==> src/hw/rtl/x86d_pkg.sv <==
// Package with the word types, stage types, codes and helpers of the x86 decoder.
package x86d_pkg;

    // Input word: one six-byte code window and the address of its first byte.
    typedef struct packed {
        logic [7:0]  byte0;
        logic [7:0]  byte1;
        logic [7:0]  byte2;
        logic [7:0]  byte3;
        logic [7:0]  byte4;
        logic [7:0]  byte5;
        logic [15:0] instr_address;
    } in_word_t;

    // Output word: one decoded instruction.
    typedef struct packed {
        logic               valid_res;
        logic [2:0]         mnemonic;
        logic [2:0]         form;
        logic               wide;
        logic               reg_is_dest;
        logic [1:0]         mode;
        logic [2:0]         reg_field;
        logic [2:0]         rm_field;
        logic signed [15:0] displacement;
        logic [15:0]        immediate;
        logic [15:0]        jump_target;
        logic [2:0]         length;
    } out_word_t;

    // Mnemonic codes.
    localparam logic [2:0] MN_MOV = 3'd0;
    localparam logic [2:0] MN_ADD = 3'd1;
    localparam logic [2:0] MN_SUB = 3'd2;
    localparam logic [2:0] MN_CMP = 3'd3;
    localparam logic [2:0] MN_JNZ = 3'd4;

    // Operand form codes.
    localparam logic [2:0] FORM_REG_RM  = 3'd0;
    localparam logic [2:0] FORM_IMM_RM  = 3'd1;
    localparam logic [2:0] FORM_IMM_REG = 3'd2;
    localparam logic [2:0] FORM_IMM_ACC = 3'd3;
    localparam logic [2:0] FORM_MEM_ACC = 3'd4;
    localparam logic [2:0] FORM_ACC_MEM = 3'd5;
    localparam logic [2:0] FORM_JUMP    = 3'd6;

    // Opcode patterns, compared against the upper bits of the opcode byte (the whole byte for JNZ).
    localparam logic [5:0] OP6_ADD_RM     = 6'b000000;
    localparam logic [5:0] OP6_SUB_RM     = 6'b001010;
    localparam logic [5:0] OP6_CMP_RM     = 6'b001110;
    localparam logic [5:0] OP6_MOV_RM     = 6'b100010;
    localparam logic [5:0] OP6_GRP_IMM    = 6'b100000;
    localparam logic [6:0] OP7_ADD_ACC    = 7'b0000010;
    localparam logic [6:0] OP7_SUB_ACC    = 7'b0010110;
    localparam logic [6:0] OP7_CMP_ACC    = 7'b0011110;
    localparam logic [6:0] OP7_MOV_IRM    = 7'b1100011;
    localparam logic [6:0] OP7_MOV_MEMACC = 7'b1010000;
    localparam logic [6:0] OP7_MOV_ACCMEM = 7'b1010001;
    localparam logic [3:0] OP4_MOV_IREG   = 4'b1011;
    localparam logic [7:0] OP_JNZ         = 8'h75;

    // Operation selected by the reg field of the immediate group.
    localparam logic [2:0] GRP_ADD = 3'd0;
    localparam logic [2:0] GRP_SUB = 3'd5;
    localparam logic [2:0] GRP_CMP = 3'd7;

    // ModRM mod and rm codes.
    localparam logic [1:0] MOD_NO_DISP = 2'd0;
    localparam logic [1:0] MOD_DISP8   = 2'd1;
    localparam logic [1:0] MOD_DISP16  = 2'd2;
    localparam logic [1:0] MOD_REG     = 2'd3;
    localparam logic [2:0] RM_DIRECT   = 3'd6;

    // Instruction lengths in bytes.
    localparam logic [2:0] LEN_TWO   = 3'd2;
    localparam logic [2:0] LEN_THREE = 3'd3;
    localparam logic [2:0] LEN_FOUR  = 3'd4;

    // Result of the classify stage.
    typedef struct packed {
        logic       valid_res;
        logic [2:0] mnemonic;
        logic [2:0] form;
        in_word_t   win;
    } cls_t;

    // Result of the field stage.
    typedef struct packed {
        logic               valid_res;
        logic [2:0]         mnemonic;
        logic [2:0]         form;
        logic               wide;
        logic               reg_is_dest;
        logic [1:0]         mode;
        logic [2:0]         reg_field;
        logic [2:0]         rm_field;
        logic signed [15:0] displacement;
        logic [2:0]         modrm_len;
        logic               sbit;
        logic [15:0]        target_base;
        in_word_t           win;
    } fld_t;

    // Sign-extend a byte to 16 bits.
    function automatic logic [15:0] sx8(input logic [7:0] v);
        return {{8{v[7]}}, v};
    endfunction

endpackage

==> src/hw/rtl/x86d_classify.sv <==
// First decoder stage: classifies the opcode into mnemonic and operand form.
module x86d_classify (
    input  logic              aclk,
    input  logic              aresetn,
    input  logic              in_valid,
    output logic              in_ready,
    input  x86d_pkg::in_word_t in_data,
    output logic              out_valid,
    input  logic              out_ready,
    output x86d_pkg::cls_t    out_data
);
    import x86d_pkg::*;

    logic       valid_reg;
    cls_t       data_reg;
    cls_t       data_next;
    logic [7:0] op;
    logic [2:0] mreg;

    assign op   = in_data.byte0;
    assign mreg = in_data.byte1[5:3];

    // Priority decode of the opcode, the immediate group split by the reg field.
    always_comb begin
        data_next           = '0;
        data_next.win       = in_data;
        data_next.valid_res = 1'b1;
        if (op[7:2] == OP6_ADD_RM) begin
            data_next.mnemonic = MN_ADD;
            data_next.form     = FORM_REG_RM;
        end else if (op[7:2] == OP6_GRP_IMM && mreg == GRP_ADD) begin
            data_next.mnemonic = MN_ADD;
            data_next.form     = FORM_IMM_RM;
        end else if (op[7:1] == OP7_ADD_ACC) begin
            data_next.mnemonic = MN_ADD;
            data_next.form     = FORM_IMM_ACC;
        end else if (op[7:2] == OP6_SUB_RM) begin
            data_next.mnemonic = MN_SUB;
            data_next.form     = FORM_REG_RM;
        end else if (op[7:2] == OP6_GRP_IMM && mreg == GRP_SUB) begin
            data_next.mnemonic = MN_SUB;
            data_next.form     = FORM_IMM_RM;
        end else if (op[7:1] == OP7_SUB_ACC) begin
            data_next.mnemonic = MN_SUB;
            data_next.form     = FORM_IMM_ACC;
        end else if (op[7:2] == OP6_CMP_RM) begin
            data_next.mnemonic = MN_CMP;
            data_next.form     = FORM_REG_RM;
        end else if (op[7:2] == OP6_GRP_IMM && mreg == GRP_CMP) begin
            data_next.mnemonic = MN_CMP;
            data_next.form     = FORM_IMM_RM;
        end else if (op[7:1] == OP7_CMP_ACC) begin
            data_next.mnemonic = MN_CMP;
            data_next.form     = FORM_IMM_ACC;
        end else if (op[7:2] == OP6_MOV_RM) begin
            data_next.mnemonic = MN_MOV;
            data_next.form     = FORM_REG_RM;
        end else if (op[7:4] == OP4_MOV_IREG) begin
            data_next.mnemonic = MN_MOV;
            data_next.form     = FORM_IMM_REG;
        end else if (op[7:1] == OP7_MOV_IRM) begin
            data_next.mnemonic = MN_MOV;
            data_next.form     = FORM_IMM_RM;
        end else if (op[7:1] == OP7_MOV_MEMACC) begin
            data_next.mnemonic = MN_MOV;
            data_next.form     = FORM_MEM_ACC;
        end else if (op[7:1] == OP7_MOV_ACCMEM) begin
            data_next.mnemonic = MN_MOV;
            data_next.form     = FORM_ACC_MEM;
        end else if (op == OP_JNZ) begin
            data_next.mnemonic = MN_JNZ;
            data_next.form     = FORM_JUMP;
        end else begin
            data_next.valid_res = 1'b0;
        end
    end

    // The stage takes a word when it is empty or its word moves on.
    assign in_ready  = !valid_reg || out_ready;
    assign out_valid = valid_reg;
    assign out_data  = data_reg;

    always_ff @(posedge aclk) begin
        if (!aresetn) begin
            valid_reg <= 1'b0;
        end else if (in_ready) begin
            valid_reg <= in_valid;
        end
    end

    always_ff @(posedge aclk) begin
        if (in_valid && in_ready) begin
            data_reg <= data_next;
        end
    end

endmodule

==> src/hw/rtl/x86d_fields.sv <==
// Second decoder stage: extracts width, direction, ModRM fields and displacement.
module x86d_fields (
    input  logic           aclk,
    input  logic           aresetn,
    input  logic           in_valid,
    output logic           in_ready,
    input  x86d_pkg::cls_t in_data,
    output logic           out_valid,
    input  logic           out_ready,
    output x86d_pkg::fld_t out_data
);
    import x86d_pkg::*;

    logic       valid_reg;
    fld_t       data_reg;
    fld_t       data_next;
    logic [7:0] op;
    logic [7:0] b1;
    logic [7:0] b2;
    logic [7:0] b3;

    assign op = in_data.win.byte0;
    assign b1 = in_data.win.byte1;
    assign b2 = in_data.win.byte2;
    assign b3 = in_data.win.byte3;

    // Field extraction per form; an unrecognized opcode leaves width, direction, ModRM fields and displacement zero.
    always_comb begin
        data_next             = '0;
        data_next.valid_res   = in_data.valid_res;
        data_next.mnemonic    = in_data.mnemonic;
        data_next.form        = in_data.form;
        data_next.modrm_len   = LEN_TWO;
        data_next.target_base = in_data.win.instr_address + 16'd2;
        data_next.win         = in_data.win;
        if (in_data.valid_res) begin
            unique case (in_data.form) inside
                FORM_REG_RM, FORM_IMM_RM: begin
                    data_next.wide        = op[0];
                    data_next.mode        = b1[7:6];
                    data_next.reg_field   = b1[5:3];
                    data_next.rm_field    = b1[2:0];
                    data_next.reg_is_dest = (in_data.form == FORM_REG_RM) ? op[1] : 1'b0;
                    data_next.sbit        = (in_data.form == FORM_IMM_RM)
                                            && (op[7:2] == OP6_GRP_IMM) && op[1];
                    unique case (b1[7:6])
                        MOD_NO_DISP: begin
                            if (b1[2:0] == RM_DIRECT) begin
                                data_next.displacement = {b3, b2};
                                data_next.modrm_len    = LEN_FOUR;
                            end
                        end
                        MOD_DISP8: begin
                            data_next.displacement = sx8(b2);
                            data_next.modrm_len    = LEN_THREE;
                        end
                        MOD_DISP16: begin
                            data_next.displacement = {b3, b2};
                            data_next.modrm_len    = LEN_FOUR;
                        end
                        MOD_REG: begin
                            data_next.modrm_len = LEN_TWO;
                        end
                    endcase
                end
                FORM_IMM_REG: begin
                    data_next.wide        = op[3];
                    data_next.reg_is_dest = 1'b1;
                    data_next.reg_field   = op[2:0];
                end
                FORM_IMM_ACC, FORM_MEM_ACC: begin
                    data_next.wide        = op[0];
                    data_next.reg_is_dest = 1'b1;
                    if (in_data.form == FORM_MEM_ACC) begin
                        data_next.displacement = {b2, b1};
                    end
                end
                FORM_ACC_MEM: begin
                    data_next.wide         = op[0];
                    data_next.displacement = {b2, b1};
                end
                FORM_JUMP: begin
                    data_next.displacement = sx8(b1);
                end
                default: begin
                    data_next.modrm_len = LEN_TWO;
                end
            endcase
        end
    end

    // The stage takes a word when it is empty or its word moves on.
    assign in_ready  = !valid_reg || out_ready;
    assign out_valid = valid_reg;
    assign out_data  = data_reg;

    always_ff @(posedge aclk) begin
        if (!aresetn) begin
            valid_reg <= 1'b0;
        end else if (in_ready) begin
            valid_reg <= in_valid;
        end
    end

    always_ff @(posedge aclk) begin
        if (in_valid && in_ready) begin
            data_reg <= data_next;
        end
    end

endmodule

==> src/hw/rtl/x86d_finish.sv <==
// Third decoder stage: selects the immediate, sets the length and the jump target.
module x86d_finish (
    input  logic                aclk,
    input  logic                aresetn,
    input  logic                in_valid,
    output logic                in_ready,
    input  x86d_pkg::fld_t      in_data,
    output logic                out_valid,
    input  logic                out_ready,
    output x86d_pkg::out_word_t out_data
);
    import x86d_pkg::*;

    logic       valid_reg;
    out_word_t  data_reg;
    out_word_t  data_next;
    logic [7:0] imm_lo;
    logic [7:0] imm_hi;

    // Bytes that follow the ModRM part, for the immediate of the r/m form.
    always_comb begin
        case (in_data.modrm_len)
            LEN_TWO: begin
                imm_lo = in_data.win.byte2;
                imm_hi = in_data.win.byte3;
            end
            LEN_THREE: begin
                imm_lo = in_data.win.byte3;
                imm_hi = in_data.win.byte4;
            end
            default: begin
                imm_lo = in_data.win.byte4;
                imm_hi = in_data.win.byte5;
            end
        endcase
    end

    // Immediate, length and jump target per form.
    always_comb begin
        data_next              = '0;
        data_next.valid_res    = in_data.valid_res;
        data_next.mnemonic     = in_data.mnemonic;
        data_next.form         = in_data.form;
        data_next.wide         = in_data.wide;
        data_next.reg_is_dest  = in_data.reg_is_dest;
        data_next.mode         = in_data.mode;
        data_next.reg_field    = in_data.reg_field;
        data_next.rm_field     = in_data.rm_field;
        data_next.displacement = in_data.displacement;
        data_next.length       = LEN_TWO;
        if (in_data.valid_res) begin
            unique case (in_data.form) inside
                FORM_REG_RM: begin
                    data_next.length = in_data.modrm_len;
                end
                FORM_IMM_RM: begin
                    if (in_data.wide && !in_data.sbit) begin
                        data_next.immediate = {imm_hi, imm_lo};
                        data_next.length    = in_data.modrm_len + 3'd2;
                    end else begin
                        data_next.immediate = in_data.sbit ? sx8(imm_lo) : {8'h00, imm_lo};
                        data_next.length    = in_data.modrm_len + 3'd1;
                    end
                end
                FORM_IMM_REG, FORM_IMM_ACC: begin
                    if (in_data.wide) begin
                        data_next.immediate = {in_data.win.byte2, in_data.win.byte1};
                        data_next.length    = LEN_THREE;
                    end else begin
                        data_next.immediate = {8'h00, in_data.win.byte1};
                        data_next.length    = LEN_TWO;
                    end
                end
                FORM_MEM_ACC, FORM_ACC_MEM: begin
                    data_next.length = LEN_THREE;
                end
                FORM_JUMP: begin
                    data_next.jump_target = in_data.target_base
                                            + $unsigned(in_data.displacement);
                    data_next.length      = LEN_TWO;
                end
                default: begin
                    data_next.length = LEN_TWO;
                end
            endcase
        end
    end

    // The output register takes a word when it is empty or its word is taken.
    assign in_ready  = !valid_reg || out_ready;
    assign out_valid = valid_reg;
    assign out_data  = data_reg;

    always_ff @(posedge aclk) begin
        if (!aresetn) begin
            valid_reg <= 1'b0;
        end else if (in_ready) begin
            valid_reg <= in_valid;
        end
    end

    always_ff @(posedge aclk) begin
        if (in_valid && in_ready) begin
            data_reg <= data_next;
        end
    end

endmodule

==> src/hw/rtl/x86_16bit_instruction_decoder.sv <==
// Top level of the 16-bit x86 instruction decoder: three-stage decode pipeline.
//
//   Channel   Ports                      Word
//   input     s_valid s_ready s_data     six code bytes and the instruction address
//   output    m_valid m_ready m_data     one decoded instruction
//
// One word enters per cycle while m_ready does not stall the pipeline; an accepted word
// passes through the classify, field and output registers in turn before it can leave
// (classify, field extraction, immediate and length).
// Reset clears the valid bit of every stage; data registers are not reset.
// Each stage holds its word while the stage after it is full and stalled, so
// a stall on m_ready backs up stage by stage and nothing is lost or repeated.
module x86_16bit_instruction_decoder (
    input  logic                aclk,
    input  logic                aresetn,
    input  logic                s_valid,
    output logic                s_ready,
    input  x86d_pkg::in_word_t  s_data,
    output logic                m_valid,
    input  logic                m_ready,
    output x86d_pkg::out_word_t m_data
);
    import x86d_pkg::*;

    logic cls_valid;
    logic cls_ready;
    cls_t cls_data;
    logic fld_valid;
    logic fld_ready;
    fld_t fld_data;

    // Stage one: opcode classification.
    x86d_classify u_classify (
        .aclk      (aclk),
        .aresetn   (aresetn),
        .in_valid  (s_valid),
        .in_ready  (s_ready),
        .in_data   (s_data),
        .out_valid (cls_valid),
        .out_ready (cls_ready),
        .out_data  (cls_data)
    );

    // Stage two: ModRM fields and displacement.
    x86d_fields u_fields (
        .aclk      (aclk),
        .aresetn   (aresetn),
        .in_valid  (cls_valid),
        .in_ready  (cls_ready),
        .in_data   (cls_data),
        .out_valid (fld_valid),
        .out_ready (fld_ready),
        .out_data  (fld_data)
    );

    // Stage three: immediate, length and jump target into the output register.
    x86d_finish u_finish (
        .aclk      (aclk),
        .aresetn   (aresetn),
        .in_valid  (fld_valid),
        .in_ready  (fld_ready),
        .in_data   (fld_data),
        .out_valid (m_valid),
        .out_ready (m_ready),
        .out_data  (m_data)
    );

endmodule

==> config.mk <==
export PLATFORM = sky130hd
export DESIGN_NAME = x86_16bit_instruction_decoder
export DESIGN_NICKNAME = d
export VERILOG_FILES = /design/src/hw/rtl/x86d_pkg.sv /design/src/hw/rtl/x86d_classify.sv /design/src/hw/rtl/x86d_fields.sv /design/src/hw/rtl/x86d_finish.sv /design/src/hw/rtl/x86_16bit_instruction_decoder.sv
export SDC_FILE = /design/constraint.sdc
export NUM_CORES = 1
export LEC_CHECK = 0
export BUFFER_PORTS_ARGS = -buffer_cell sky130_fd_sc_hd__buf_4
export CAP_MARGIN = 20
export CORE_UTILIZATION = 50
export DETAILED_ROUTE_END_ITERATION = 7
export GPL_TIMING_DRIVEN = 0
export PLACE_DENSITY = 0.71
export SETUP_SLACK_MARGIN = 0.15
export SLEW_MARGIN = 20
export SYNTH_ARGS = -nofsm -noshare
export SYNTH_HDL_FRONTEND = slang
export SYNTH_SLANG_ARGS = --single-unit
==> constraint.sdc <==
create_clock -name aclk -period 19.8 [get_ports aclk]
set_input_delay 0.99 -clock aclk [delete_from_list [all_inputs] [get_ports aclk]]
set_output_delay 0.99 -clock aclk [all_outputs]
set_load 0.02 [all_outputs]
==> out/metrics.sh <==
RUN_STATUS='finished clean'
TIMING.RR.START='u_fields.out_data[84]$_SDFFCE_PN0P_'
LAYOUT_COMMONEST_CELL='edfxtp_1'
MULTI_INPUT_AREA_UM2=2480
SYNTH-ASYNC-RESET-RATIO=0
PROPORTION_OF_SYNTHESIZED_CHIP_AREA_IN_SEQUENTIAL_CELLS=0.730
DATA_REQUIRED_CRITICAL_PATH_NS=18.81
IO_PINS=138
MIN-DELAY-START='u_fields.out_data[106]$_SDFFCE_PN0P_'
CORE.ROWCOUNT=50
VIAS_PER_CELL=5.80
FMAXACHIEVABLE_GHz=0.327
DP_WORST_SETUP_SLACK_NS=16.75
DP_HPWL_MM=15.5
VDD.IR_DROP.WORST_mV=0.0584
MAX_SLEW_MARGIN=0.435
WIRELENGTH_MM=21.2
FIRST_DRT_ITERATION_DRCS=577
AREA.GROWTH.SYNTH_TO_FINAL_PCT=24.3
SYNTH-SEQ-CELLS=235
SYNTH.AVG_CELL_AREA_UM2=14.6
NUMBER_OF_POST_CTS_SETUP_REPAIR_BUFFERS=0
SYNTH_CELL_TYPE_COUNT=60
WL_PER_CELL_UM=19.6
WORST_CLOCK_SKEW_NS=0.00631
YOSYSWARNINGCOUNT=0
DRIVE_GT1_FRAC=0.233
ROUTED_LENGTH_ON_MET3_MM=1.47
CTS_ROOT_BUF='clkbuf_16'
WHS_ENDPOINT='u_finish.out_data[57]$_DFFE_PP_'
LAYOUT_MIN_CYCLE_TIME_NS=3.05
POST_CTS_RESIZED=0
ANTENNA_FOUND_INITIAL=0
REG_CLK_SLEW_REPORTED_PATHS_NS=0.06
HIGHEST-SIGNAL-LAYER='met4'
ROUTABILITYCONGESTION=0.847
SYNTH_AREA_UM2=9630
DESIGN.CORE.AREA_UM2=18800
CLOCK_TREE_FROM_TRITONCTS='yes'
HP-CLASS='flop to flop'
ANTENNA_CELLS=0
REGISTER_AREA_UM2=7030
CAP_VIOL_MAX_COUNT=0
DRCVIOLATIONCOUNT=0
FINAL_CELL_COUNT_NO_FILL=1081
NUM_VIAS=6271
INITIAL_UTILIZATION=0.513
PLACE.PORT_BUFFERS=137
MIN_PATH_CELLS=0
R2R_CELL_COUNT=8
CELL_PWR_DENSITY_nW_PER_UM2=94.2
CRITICAL_PATH_ORIGIN='m_ready'
RSZ0062_AT_GRT='false'
CLKLATENCYLATEPIN_NS=0.51
HOLD_VIOL_FINAL=0
DRTANTENNAVIOLNETS=0
DIE_WIDTH_UM=141
GRT_PASS1_VIAS=6174
VERTICAL_EXTENT_OF_THE_DIE_UM=141
FINAL_CRITICAL_PATH_SETUP_SLACK_NS=16.75
SETUP_TNS_NS=0
DRV_SLEW=0
TIMING.RR.END='u_finish.out_data[17]$_SDFFCE_PN0P_'
DPL.CELL_COUNT=1039
CTS_MAX_PATH_BUFFERS=3
SYNTH_FF_TYPE='edfxtp_1'
SYNTH_AREA_LEADERS='edfxtp_1, ha_1, a21oi_1, nand2_1, nor2_1'
SETUP_VIOL_COUNT_FINAL=0
R2R_SLACK_NS=17.37
STATIC-LEAKAGE-POWER_nW=4.40
WORSTSETUPPATHTYPE='input port to output port'
NUMCTSBUFFERS=25
ROUTE.LAYER.MET1.WL_MM=9.10
SYNTH-EDFF-COUNT=232
SYN-INSTANCE-COUNT=659
MET2_WIRELENGTH_MM=10.1
MAX_SLEW.WORST_PIN.SLEW_NS=0.842
MAPPEDNETLISTNETS=747
CTS_HOLD_BUF=0
WORST-ENDPOINT-ARRIVAL_NS=2.06
ELEMENT_TYPE_AT_THE_CRITICAL_PATH_END='output port'
CLOCK_SINKS=235
CTS-HTREE-LEVELS=1
GRT.OVERFLOW.TOTAL=0
LAYOUT_WORST_PATH_CYCLE_SHARE=0.154
TIMING.CRITICAL_PATH.FROM_TYPE='input port'
CRIT_FANOUT=6
GR-USAGE-ALL-LAYERS=0.215
DIEAREA_UM2=19800
FILLCELLCOUNT=1390
SYNTH.TOP_CELL.AREA_SHARE=0.723
DRTPASS1ITERATIONS=6
GRT_FIRST_PASS_WIRELENGTH_MM=32.8
GRT_MAX_DEGREE=30
MOSTFREQUENTLAYOUTCELLS='edfxtp_1, buf_4, nand2_1'
DESIGN.FINAL.NETS=920
SYNTHDOMINANTAREACELLTYPE='edfxtp_1'
## per-layer routing
metal	GRT usage	vias to the layer above
met5	0	-
met4	0.0727	0
met3	0.0316	44
met2	0.351	280
met1	0.298	3067
li1	-	2880
## per-stage QoR
stage          power (mW)  instance area [µm²]  utilization  hold WS (ns)
2_1_floorplan       0.662                 9630            -         0.400
3_3_place_gp        0.702                11000        0.584         0.404
3_5_place_dp        0.707                11200        0.598         0.405
4_1_cts              1.14                12000        0.638         0.418
5_1_grt              1.17                12000        0.638         0.425
6_report             1.13                12000        0.638         0.416
## cell type report
cell class                      instances  share of cell area
Inverter                               15             0.00470
Tap cell                              234              0.0245
Clock inverter                         14             0.00930
Multi-Input combinational cell        386               0.208
Buffer                                 23             0.00805
Clock buffer                           28              0.0532
Timing Repair Buffer                  146               0.106
Sequential cell                       235               0.587
## kinds of logic (layout without fill, tap and decap cells)
| family | after synthesis | after routing | share of synthesized area |
|---|---|---|---|
| compound gates | 161 | 161 | 0.113 |
| xor+xnor | 21 | 21 | 0.0191 |
| fa+ha+maj | 20 | 20 | 0.0268 |
| buf+inv | 38 | 226 | 0.0158 |
| flops | 235 | 235 | 0.730 |
| mux | 1 | 1 | 0.00104 |
| simple gates | 183 | 183 | 0.0950 |
## report_power, final
| group | leakage (nW) | internal [mW] | switching [mW] |
|---|---|---|---|
| Combinational | 1.90 | 0.0438 | 0.0573 |
| Clock | 0.362 | 0.254 | 0.176 |
| Sequential | 2.14 | 0.579 | 0.0176 |
## how the worst max path moves through the flow
stage and to:
4_1_cts s_ready, 2_1_floorplan u_fields.out_data[100]$_SDFFCE_PN0P_, 6_report s_ready, 3_3_place_gp u_fields.out_data[25]$_DFFE_PP_
3_5_place_dp s_ready, 5_1_grt s_ready
## flip-flops by register name, summed over array words and instances, names as in the netlist
register and flops:
u_classify.out_valid 1, u_fields.out_valid 1, u_finish.out_valid 1, u_finish.out_data 68
u_fields.out_data 93, u_classify.out_data 71
## synthesized netlist by cell type (2+ instances only)
master / number
o21ai_1: 10
a221o_1: 8
o21ai_0: 19
nand2_1: 46
a22oi_1: 20
nand3_1: 13
clkbuf_1: 13
a31oi_1: 8
a21o_1: 21
xnor2_1: 13
or3_1: 3
o211ai_1: 2
and2_1: 5
nor2_1: 45
and3_1: 12
nor2b_1: 20
nand2b_1: 6
or2_2: 2
nand4_1: 5
dfxtp_1: 3
a22o_1: 8
a21oi_1: 36
a211oi_1: 3
nor3b_1: 2
inv_1: 15
o21a_1: 7
ha_1: 19
o22ai_1: 5
xor2_1: 8
buf_2: 7
nor3_1: 11
a21boi_0: 2
edfxtp_1: 232
buf_1: 2
nor4_1: 3
## critical path: stages
cell and delay [ns]:
buf_4 0.11, nor2b_1 0.57, nand3_1 0.20, buf_4 0.20
Power figures use the tool's default switching activity.
